File: src/osq_pkg.sv
// Shared types, codes and sizes for the ordered stack engine.
`default_nettype none

package osq_pkg;

    // Stack geometry.
    localparam int DEPTH     = 16;
    localparam int WORD_BITS = 32;
    localparam int IDX_W     = $clog2(DEPTH);
    localparam int CNT_W     = $clog2(DEPTH + 1);

    // Field widths of the stream payloads.
    localparam int ACTION_W   = 3;
    localparam int VALUE_W    = 32;
    localparam int STATUS_W   = 2;
    localparam int S_TDATA_W  = ((ACTION_W + VALUE_W + 7) / 8) * 8;
    localparam int M_TDATA_W  = ((VALUE_W + STATUS_W + 7) / 8) * 8;
    localparam int VALUE_LSB  = ACTION_W;
    localparam int STATUS_LSB = VALUE_W;

    typedef logic signed [WORD_BITS-1:0] word_t;

    // Operation codes.
    localparam logic [ACTION_W-1:0] ACT_PUSH   = 3'd0;
    localparam logic [ACTION_W-1:0] ACT_POP    = 3'd1;
    localparam logic [ACTION_W-1:0] ACT_INSERT = 3'd2;
    localparam logic [ACTION_W-1:0] ACT_REMOVE = 3'd3;
    localparam logic [ACTION_W-1:0] ACT_SORT   = 3'd4;

    // Result status codes.
    localparam logic [STATUS_W-1:0] STAT_OK       = 2'd0;
    localparam logic [STATUS_W-1:0] STAT_EMPTY    = 2'd1;
    localparam logic [STATUS_W-1:0] STAT_NOTFOUND = 2'd2;
    localparam logic [STATUS_W-1:0] STAT_FULL     = 2'd3;

    // Cell command kinds.
    localparam logic [1:0] CELL_HOLD  = 2'd0;
    localparam logic [1:0] CELL_OPEN  = 2'd1;
    localparam logic [1:0] CELL_CLOSE = 2'd2;
    localparam logic [1:0] CELL_SORT  = 2'd3;

    // Command broadcast to every cell of the chain.
    typedef struct packed {
        logic [1:0]       kind;
        logic [IDX_W-1:0] pos;
        word_t            value;
        logic [CNT_W-1:0] fill;
        logic             phase;
    } cell_cmd_t;

endpackage

`default_nettype wire

File: src/osq_cell.sv
// One stack cell: holds one word and trades it with its neighbors.
`default_nettype none

module osq_cell (
    input  wire logic                      clk,
    input  wire logic [osq_pkg::IDX_W-1:0] index,
    input  wire osq_pkg::cell_cmd_t        cmd,
    input  wire osq_pkg::word_t            above,
    input  wire osq_pkg::word_t            below,
    output osq_pkg::word_t                 word
);

    osq_pkg::word_t            word_reg;
    osq_pkg::word_t            word_next;
    logic [osq_pkg::CNT_W-1:0] index_ext;

    assign index_ext = osq_pkg::CNT_W'(index);

    // Next word from the broadcast command and the neighbor words.
    always_comb
    begin
        word_next = word_reg;
        unique case (cmd.kind)
            osq_pkg::CELL_HOLD:
            begin
                word_next = word_reg;
            end
            osq_pkg::CELL_OPEN:
            begin
                // Cells below the opened slot move down, the slot takes the new word.
                if (index > cmd.pos)
                begin
                    word_next = above;
                end
                else if (index == cmd.pos)
                begin
                    word_next = cmd.value;
                end
            end
            osq_pkg::CELL_CLOSE:
            begin
                // Cells from the closed slot down move up by one.
                if (index >= cmd.pos)
                begin
                    word_next = below;
                end
            end
            osq_pkg::CELL_SORT:
            begin
                // Odd-even transposition: the upper cell of a pair keeps the smaller word.
                // The top cell has no partner above it, so it only ever acts as an upper cell.
                if (index[0] == cmd.phase)
                begin
                    if ((index_ext + osq_pkg::CNT_W'(1)) < cmd.fill && below < word_reg)
                    begin
                        word_next = below;
                    end
                end
                else if (index != '0 && index_ext < cmd.fill && word_reg < above)
                begin
                    word_next = above;
                end
            end
            default:
            begin
                word_next = word_reg;
            end
        endcase
    end

    // The stored word needs no reset.
    always_ff @(posedge clk)
    begin
        word_reg <= word_next;
    end

    assign word = word_reg;

endmodule

`default_nettype wire

File: src/ordered_stack_engine.sv
// Ordered stack engine: push, pop, sorted insert, remove and sort on a chain of cells.
// Push, pop, top insert, top-match remove and refused items finish in the accept cycle;
// the result goes to the output register, or to the skid register while the output is held,
// and the next item is taken at once unless the result waits in the skid register.
// Insert and remove deeper than the top scan one cell per cycle; sort runs fill_count phases.
// One item is in work at a time; a finished result may wait in a skid register.
// rst_n clears fill count, sequencer and handshake state asynchronously; cells are not reset.
`default_nettype none

module ordered_stack_engine (
    input  wire logic                          clk,
    input  wire logic                          rst_n,
    input  wire logic                          s_tvalid,
    output logic                               s_tready,
    // Fields from bit 0: action[2:0], value[34:3], zero fill.
    input  wire logic [osq_pkg::S_TDATA_W-1:0] s_tdata,
    output logic                               m_tvalid,
    input  wire logic                          m_tready,
    // Fields from bit 0: result_value[31:0], status[33:32], zero fill.
    output logic [osq_pkg::M_TDATA_W-1:0]      m_tdata
);

    // Sequencer states.
    localparam logic [1:0] S_IDLE = 2'd0;
    localparam logic [1:0] S_SCAN = 2'd1;
    localparam logic [1:0] S_SORT = 2'd2;

    logic [1:0]                    state_reg, state_next;
    logic [osq_pkg::CNT_W-1:0]     fill_reg, fill_next;
    logic [osq_pkg::CNT_W-1:0]     idx_reg, idx_next;
    logic                          ins_reg, ins_next;
    osq_pkg::word_t                val_reg, val_next;
    logic                          pend_valid_reg, pend_valid_next;
    logic [osq_pkg::M_TDATA_W-1:0] pend_data_reg;
    logic                          m_tvalid_reg, m_tvalid_next;
    logic [osq_pkg::M_TDATA_W-1:0] m_tdata_reg;

    osq_pkg::cell_cmd_t            cmd;
    osq_pkg::word_t                cell_words [osq_pkg::DEPTH];

    logic                          in_fire;
    logic [osq_pkg::ACTION_W-1:0]  in_action;
    osq_pkg::word_t                in_value;
    osq_pkg::word_t                top_word;
    osq_pkg::word_t                scan_word;
    logic                          is_empty;
    logic                          is_full;
    logic                          scan_in;
    logic                          scan_lt;
    logic                          done;
    logic [osq_pkg::VALUE_W-1:0]   res_value;
    logic [osq_pkg::STATUS_W-1:0]  res_status;
    logic [osq_pkg::M_TDATA_W-1:0] res_data;
    logic                          slot_free;

    // Chain of cells, each tied to its neighbors.
    for (genvar g = 0; g < osq_pkg::DEPTH; g++)
    begin : g_cell
        osq_pkg::word_t above_w;
        osq_pkg::word_t below_w;

        if (g == 0)
        begin : g_first
            assign above_w = '0;
        end
        else
        begin : g_up
            assign above_w = cell_words[g-1];
        end

        if (g == osq_pkg::DEPTH - 1)
        begin : g_last
            assign below_w = '0;
        end
        else
        begin : g_down
            assign below_w = cell_words[g+1];
        end

        osq_cell u_cell (
            .clk   (clk),
            .index (osq_pkg::IDX_W'(g)),
            .cmd   (cmd),
            .above (above_w),
            .below (below_w),
            .word  (cell_words[g])
        );
    end

    // Input field decode and stack status.
    assign s_tready  = (state_reg == S_IDLE) && !pend_valid_reg;
    assign in_fire   = s_tvalid && s_tready;
    assign in_action = s_tdata[osq_pkg::ACTION_W-1:0];
    assign in_value  = osq_pkg::word_t'($signed(
                           s_tdata[osq_pkg::VALUE_LSB +: osq_pkg::VALUE_W]));
    assign top_word  = cell_words[0];
    assign is_empty  = (fill_reg == '0);
    assign is_full   = (fill_reg == osq_pkg::CNT_W'(osq_pkg::DEPTH));
    assign scan_in   = idx_reg < fill_reg;
    assign scan_word = cell_words[idx_reg[osq_pkg::IDX_W-1:0]];
    assign scan_lt   = scan_in && (scan_word < val_reg);

    // Sequencer: decodes the operation and drives the cell command.
    always_comb
    begin
        state_next = state_reg;
        fill_next  = fill_reg;
        idx_next   = idx_reg;
        ins_next   = ins_reg;
        val_next   = val_reg;
        done       = 1'b0;
        res_value  = '0;
        res_status = osq_pkg::STAT_OK;
        cmd.kind   = osq_pkg::CELL_HOLD;
        cmd.pos    = '0;
        cmd.value  = in_value;
        cmd.fill   = fill_reg;
        cmd.phase  = idx_reg[0];

        unique case (state_reg)
            S_IDLE:
            begin
                if (in_fire)
                begin
                    unique case (in_action)
                        osq_pkg::ACT_PUSH:
                        begin
                            done = 1'b1;
                            if (is_full)
                            begin
                                res_status = osq_pkg::STAT_FULL;
                            end
                            else
                            begin
                                cmd.kind  = osq_pkg::CELL_OPEN;
                                fill_next = fill_reg + 1'b1;
                            end
                        end
                        osq_pkg::ACT_POP:
                        begin
                            done = 1'b1;
                            if (is_empty)
                            begin
                                res_status = osq_pkg::STAT_EMPTY;
                            end
                            else
                            begin
                                res_value = osq_pkg::VALUE_W'($unsigned(top_word));
                                cmd.kind  = osq_pkg::CELL_CLOSE;
                                fill_next = fill_reg - 1'b1;
                            end
                        end
                        osq_pkg::ACT_INSERT:
                        begin
                            if (is_full)
                            begin
                                done       = 1'b1;
                                res_status = osq_pkg::STAT_FULL;
                            end
                            else if (is_empty || in_value < top_word)
                            begin
                                done      = 1'b1;
                                cmd.kind  = osq_pkg::CELL_OPEN;
                                fill_next = fill_reg + 1'b1;
                            end
                            else
                            begin
                                state_next = S_SCAN;
                                ins_next   = 1'b1;
                                val_next   = in_value;
                                idx_next   = osq_pkg::CNT_W'(1);
                            end
                        end
                        osq_pkg::ACT_REMOVE:
                        begin
                            if (is_empty)
                            begin
                                done       = 1'b1;
                                res_status = osq_pkg::STAT_EMPTY;
                            end
                            else if (top_word == in_value)
                            begin
                                done      = 1'b1;
                                cmd.kind  = osq_pkg::CELL_CLOSE;
                                fill_next = fill_reg - 1'b1;
                            end
                            else if (in_value < top_word)
                            begin
                                done       = 1'b1;
                                res_status = osq_pkg::STAT_NOTFOUND;
                            end
                            else
                            begin
                                state_next = S_SCAN;
                                ins_next   = 1'b0;
                                val_next   = in_value;
                                idx_next   = osq_pkg::CNT_W'(1);
                            end
                        end
                        osq_pkg::ACT_SORT:
                        begin
                            if (is_empty)
                            begin
                                done       = 1'b1;
                                res_status = osq_pkg::STAT_EMPTY;
                            end
                            else
                            begin
                                state_next = S_SORT;
                                idx_next   = '0;
                            end
                        end
                        default:
                        begin
                            done = 1'b1;
                        end
                    endcase
                end
            end
            S_SCAN:
            begin
                // Step down while the next word is below the operand.
                if (scan_lt)
                begin
                    idx_next = idx_reg + 1'b1;
                end
                else
                begin
                    done       = 1'b1;
                    state_next = S_IDLE;
                    cmd.pos    = idx_reg[osq_pkg::IDX_W-1:0];
                    cmd.value  = val_reg;
                    if (ins_reg)
                    begin
                        cmd.kind  = osq_pkg::CELL_OPEN;
                        fill_next = fill_reg + 1'b1;
                    end
                    else if (scan_in && scan_word == val_reg)
                    begin
                        cmd.kind  = osq_pkg::CELL_CLOSE;
                        fill_next = fill_reg - 1'b1;
                    end
                    else
                    begin
                        res_status = osq_pkg::STAT_NOTFOUND;
                    end
                end
            end
            S_SORT:
            begin
                // One transposition phase per cycle, fill_count phases in all.
                cmd.kind = osq_pkg::CELL_SORT;
                if (idx_reg == fill_reg - 1'b1)
                begin
                    done       = 1'b1;
                    state_next = S_IDLE;
                end
                else
                begin
                    idx_next = idx_reg + 1'b1;
                end
            end
            default:
            begin
                state_next = S_IDLE;
            end
        endcase
    end

    // Result packing and the output / skid register handoff.
    assign res_data  = osq_pkg::M_TDATA_W'({res_status, res_value});
    assign slot_free = !m_tvalid_reg || m_tready;

    always_comb
    begin
        if (slot_free)
        begin
            m_tvalid_next   = pend_valid_reg || done;
            pend_valid_next = pend_valid_reg && done;
        end
        else
        begin
            m_tvalid_next   = m_tvalid_reg;
            pend_valid_next = pend_valid_reg || done;
        end
    end

    // Control registers.
    always_ff @(posedge clk or negedge rst_n)
    begin
        if (!rst_n)
        begin
            state_reg      <= S_IDLE;
            fill_reg       <= '0;
            pend_valid_reg <= 1'b0;
            m_tvalid_reg   <= 1'b0;
        end
        else
        begin
            state_reg      <= state_next;
            fill_reg       <= fill_next;
            pend_valid_reg <= pend_valid_next;
            m_tvalid_reg   <= m_tvalid_next;
        end
    end

    // Payload registers.
    always_ff @(posedge clk)
    begin
        idx_reg <= idx_next;
        ins_reg <= ins_next;
        val_reg <= val_next;
        if (slot_free)
        begin
            if (pend_valid_reg)
            begin
                m_tdata_reg <= pend_data_reg;
                if (done)
                begin
                    pend_data_reg <= res_data;
                end
            end
            else if (done)
            begin
                m_tdata_reg <= res_data;
            end
        end
        else if (done)
        begin
            pend_data_reg <= res_data;
        end
    end

    assign m_tvalid = m_tvalid_reg;
    assign m_tdata  = m_tdata_reg;

endmodule

`default_nettype wire

File: config.mk
export PLATFORM = sky130hd
export DESIGN_NAME = ordered_stack_engine
export DESIGN_NICKNAME = d
export VERILOG_FILES = /design/src/osq_pkg.sv /design/src/osq_cell.sv /design/src/ordered_stack_engine.sv
export SDC_FILE = /design/constraint.sdc
export NUM_CORES = 2
export LEC_CHECK = 0
export BUFFER_PORTS_ARGS = -buffer_cell sky130_fd_sc_hd__buf_2
export CELL_PAD_IN_SITES_DETAIL_PLACEMENT = 1
export CELL_PAD_IN_SITES_GLOBAL_PLACEMENT = 2
export CORE_MARGIN = 2
export CORE_UTILIZATION = 39
export CTS_CLUSTER_SIZE = 25
export DETAILED_ROUTE_END_ITERATION = 8
export HOLD_SLACK_MARGIN = 0.15
export PLACE_DENSITY = 0.88
export SLEW_MARGIN = 30
export SYNTH_ARGS = -nofsm -noshare
export SYNTH_HDL_FRONTEND = slang
export SYNTH_SLANG_ARGS = --single-unit
File: constraint.sdc
create_clock -name clk -period 8.9 [get_ports clk]
set_clock_uncertainty 0.05 [all_clocks]
set_input_delay 1.78 -clock clk [delete_from_list [all_inputs] [get_ports clk]]
set_output_delay 1.78 -clock clk [all_outputs]
set_load 0.05 [all_outputs]
# Word-level counts from Yosys, hierarchy flattened
# Cells that the tools add are included.
[totals]
out_inout_bits = 42
word_cells = 463
regBits = 639
in_bits = 44
[op_classes]
order_cmp = 68
n_eq_ne = 102
add_sub_neg = 3
mux = 205
n_bitwise = 2
n_reduce_logical = 58
[op_table]
columns = ["op", "count"]
rows = [
  ["2-to-1 mux 32 bit", 106],
  ["case mux 32 bit (3 select lines)", 16],
  ["less-than comparator 32 bit", 17],
  ["2-to-1 mux 40 bit", 5],
  ["binary-select mux 32 bit (select 4 bit)", 1],
  ["2-to-1 mux 5 bit", 19],
  ["AND reduction 5 bit", 16],
  ["== test 32 bit", 2],
  ["case mux 32 bit (2 select lines)", 1],
  ["!= test 3 x 1 -> 1 bit (second input constant)", 16],
  ["!= test 3 x 2 -> 1 bit (second input constant)", 16],
  ["2-to-1 mux 2 bit", 23],
  ["less-than comparator 4 x 5 -> 1 bit (first input constant)", 8],
  ["2-to-1 mux 38 bit", 1],
  ["2-to-1 mux 36 bit", 1],
  ["!= test 2 x 1 -> 1 bit (second input constant)", 17],
  ["!= test 3 bit (second input constant)", 11],
  ["== test 4 bit (first input constant)", 8],
  [">= comparator 4 bit (first input constant)", 8],
  ["greater-than comparator 4 bit (first input constant)", 8],
  ["less-than comparator 1 x 32 -> 1 bit (first input constant)", 1],
  ["case mux 5 bit (3 select lines)", 2],
  ["!= test 2 bit (second input constant)", 12],
  ["case mux 2 bit (3 select lines)", 4],
  ["other kinds (49)", 119],
]

# Logic depth before layout (Yosys ltp)
[logic_depth]
depth_word = 14
mapped_depth = 22
depth_no_buf = 15

# Hierarchy
# Synthesis repeated with hierarchy kept, for this count alone.
[unflattened]
hier_cells = 7906
hier_area_um2 = 69469.1
[modules_own_cells]
columns = ["mod", "cells_per_inst", "instances", "seq_area_each_um2", "area_per_inst_um2"]
rows = [
  ["osq_cell at g_cell[0].u_cell ...", 445, 11, 960.9, 3664.8],
  ["osq_cell at g_cell[13].u_cell ...", 437, 3, 960.9, 3659.8],
  ["ordered_stack_engine", 866, 1, 3408.3, 10765.3],
  ["osq_cell at g_cell[9].u_cell", 420, 1, 960.9, 3717.3],
  ["osq_cell at g_cell[12].u_cell", 414, 1, 960.9, 3694.8],
]

# Worst setup path after synthesis
# Ideal clock, no wire load.
[synth_path]
kind = "register to register"
from = "register idx_reg[0] (netlist name)"
to = "register g_cell[11].u_cell.word_reg[0], enable pin"
t_arrival_ns = 8.228
required_time_ns = 8.349
slack_ns = 0.121
path_stages_with_launch = 20
n_path_buf = 5
path_cell_list = "edfxtp_1 > clkbuf_1 > clkbuf_1 > buf_1 > clkbuf_1 > mux2i_1 > o221ai_1 > o22ai_1 > a21oi_1 > ha_1 > nand4_1 > or4_1 > or4_4 > nor4_4 > o2bb2ai_2 > a21oi_1 > buf_2 > o221ai_1 > o31ai_1 > nor4_1"
[synth_between]
elab_chain_cells = 13
elab_cells_between_ends = 27
[synth_rtl]
columns = ["element", "line", "source"]
rows = [
  ["start: declaration", "ordered_stack_engine.sv:30", "logic [osq_pkg::CNT_W-1:0] idx_reg, idx_next;"],
  ["start signal: assignment", "ordered_stack_engine.sv:310", "idx_reg <= idx_next;"],
  ["parallel branches: the longest is 12 deep, another holds less-than comparator 32 bit", "n/a", ""],
  ["AND reduction 5 bit (no line) (*)", "n/a", ""],
  ["end signal: assignment", "osq_cell.sv:74", "word_reg <= word_next;"],
  ["end: declaration", "osq_cell.sv:13", "osq_pkg::word_t word_reg;"],
]
# Mark *: on every way between the ends. The select of a mux whose other input is x is not followed.
# A chain may end at the register's enable or synchronous reset.

# Worst setup path after layout
[layout_path]
from = "register idx_reg[0] (netlist name)"
to = "register g_cell[2].u_cell.word_reg[6], data pin"
[layout_between]
elab_chain_cells = 12
elab_cells_between_ends = 22
[layout_rtl]
columns = ["element", "line", "source"]
rows = [
  ["parallel branches: the longest is 11 deep, another holds less-than comparator 32 bit", "n/a", ""],
  ["case mux 32 bit (3 select lines) (*)", "osq_cell.sv:23", "unique case (cmd.kind)"],
  ["named net g_cell[2].u_cell.word_next[6]", "osq_cell.sv:14", "osq_pkg::word_t word_next;"],
  ["end signal: assignment", "osq_cell.sv:74", ""],
  ["end: declaration", "osq_cell.sv:13", ""],
]
# Mark *: on every way through the listed nets, which the timed path passes. The select of a mux whose other input is x is not followed.

==> flow_summary.toml <==
[setup_path]
required_ns = 9.24
worstSetupEndpointType = "flop"
worst-setup-path-type = "flop to flop"
cp-start-kind = "flop"
slowest_stage = "edfxtp_1"
cp_common_cell = "buf_4"
crit_path_max_fanout = 73
crit_arrival_ns = 7.70
critPathMaxStageDelay_ns = 0.85
worstPathCellList = "buf_4 -> mux4_2 -> o22ai_1 -> a21oi_1 -> ha_1 -> nand4_1 -> or4_1 -> or4_4 -> nor4_4 -> o2bb2ai_2 -> a21o_4 -> buf_4 -> o221ai_4 -> and2_1 -> buf_4 -> a221o_1"

[synthesis]
syn_avg_cell_area_sq_um = 10.3
netlist_instances = 4528
synth-simple-area-share_pct = 10.3
yosys_warnings = 0
syn_area_sq_mm = 0.0468
synth_edf_count = 618
synth_top_family_by_area = "compound AO/OA/AOI/OAI gates"
yosysUniqueCellTypes = 82
ys.flop_type = "edfxtp_1"
synth_xor_area_share_pct = 0.281
synth_compound_area_share_pct = 22.0
async_reset_ff_share_pct = 1.44
muxShareOfSynthArea_pct = 5.48
synthAdderAreaFrac_pct = 14.5
seq_area_frac_synth_pct = 40.2
ys_ff_latch = 627

[clock_tree]
cts_setup_buffers = 0
hold_buffers = 0
h-tree-depth = 3
path_clk_slew_ns = 0.06
cts_tree = "built"
ctsResizeCount = 0
cts_made_buffers = 74
clock_path_buffers = 3
worst_skew_pair.late_latency_ns = 0.65
cts_sinks = 627
cts_root_buffer = "clkbuf_16"

[cells_and_area]
multi_input_area_sq_mm = 0.0250
drive_above_1_share_pct = 11.0
ff_latch_area_sq_mm = 0.0188
area_growth_pct = 10.7
final_common_cell = "edfxtp_1"
largest_reg_flops = 512
layout.nets = 5098
most-common-layout-cells = "edfxtp_1, ha_1, inv_1"
post-route-util_pct = 43.3
fillCellCount = 13200
final_area_sq_mm = 0.0518

[detailed_routing]
drc = 0
drtIter0Drc = 4322
wire_per_inst_microns = 28.5
via_per_inst = 6.58
first_pass_iters = 8
wl_mm = 176
postRouteAntennaNets = 0
vias = 40700

[timing]
setup_slack_ns = 1.55
tns_ns = 0
fin_crit_ns = 7.35
worst_slew_pin_slew_ns = 1.04
slew_viol_final = 0
rsz0062_at_grt = "no"
slew_headroom_pct = 30.0
setup_viol = 0
finalHoldViolCount = 0
clock.fmax_mhz = 136
min_period_over_period_pct = 82.6

[placement]
port_buffers = 74
post_dp_cell_area_sq_mm = 0.0493
hpwl_mm = 135
gp_congestion = 0.971
dp_slack_ns = 1.60

[grt]
globalRouteOverflowTotal = 0
grt_max_degree = 116
antenna_found_initial = 6
grt_pass1_wl_mm = 264
grt_pass1_vias = 41400
grt_usage_pct = 28.3

[floorplanning]
io_pins = 86
dieHeight_microns = 350
die_w_microns = 350
start_util_pct = 39.1
design.core.area_sq_mm = 0.119
die-area_sq_mm = 0.123
fp-row-count = 127

[flow_run]
cap_violations = 0

[status]
status = "finished clean"

[hold_path]
hold_class = "flop to flop"
## cell usage after synthesis (108+ instances only)
library cell	count	share of area, %
edfxtp_1	618	40
a21oi_1	261	2.8
inv_1	529	4.2
ha_1	542	15
a21o_1	130	2.1
buf_2	108	1.2
clkbuf_1	164	1.3
a221o_1	272	5.8
nor2_1	285	2.3
nor4_1	123	1.6
nand2_1	213	1.7
o21ai_0	173	1.9
## cell families (layout without fill, tap and decap cells)
family                   count (synthesis)  after routing
AO/OA/AOI/OAI                         1352           1352
AND/OR/NAND/NOR                        976            976
buffers and inverters                  839            875
flip-flops                             627            627
adder cells (fa/ha/maj)                543            543
multiplexers                           175            175
XOR/XNOR                                15             15
other                                    1              8
## through the flow
stage,std cells,hold WS (ns)
after global routing,6181,0.497
after global placement,6045,0.461
after CTS,6181,0.479
final,6183,0.475
after floorplan,4533,0.448
after detailed placement,6048,0.462
## final timing paths
path	startpoint	end	slack (ns)	depth (start not counted)
max in group asynchronous	rst_n	fill_reg[2]	7.63	1
worst max register to register	idx_reg[0]	g_cell[2].u_cell.word[6]	1.55	16
worst max-delay path	idx_reg[0]	g_cell[2].u_cell.word[6]	1.55	16
min in group asynchronous	rst_n	fill_reg[0]	0.95	1
worst min-delay path	pend_data_reg[9]	m_tdata[9]	0.48	1
worst min register to register	pend_data_reg[9]	m_tdata[9]	0.48	1
## worst max-delay path, delay by kind of cell (launching register included)
family / cells / cell delay [ns]
AOI/OAI and AO/OA: 6 / 1.60
adders and majority gates: 1 / 0.33
buffers and inverters: 3 / 1.38
DFF: 1 / 0.85
muxes: 1 / 0.60
and+or+nand+nor: 5 / 2.21
## layer usage
layer  share of wire, %  vias up  track usage (%)
met5             0.0074        -                0
met4                4.9        2             13.2
met3                8.7      364             4.82
met2                 46     1900             45.9
met1                 40    20800             36.8
li1                   -    17700                -
## final cells by class
cell class | instances | area share [%]
antenna | 2 | 0.00967
clock buffer | 109 | 4.22
clock inverter | 24 | 0.466
inverter | 532 | 3.86
multi-input combinational | 3067 | 48.4
sequential | 627 | 36.3
tap | 1612 | 3.90
timing repair buffer | 210 | 2.90
Power is left out: the tool's default activity adds up to more than one toggle a clock period on the data nets, which glitch-free logic cannot reach.
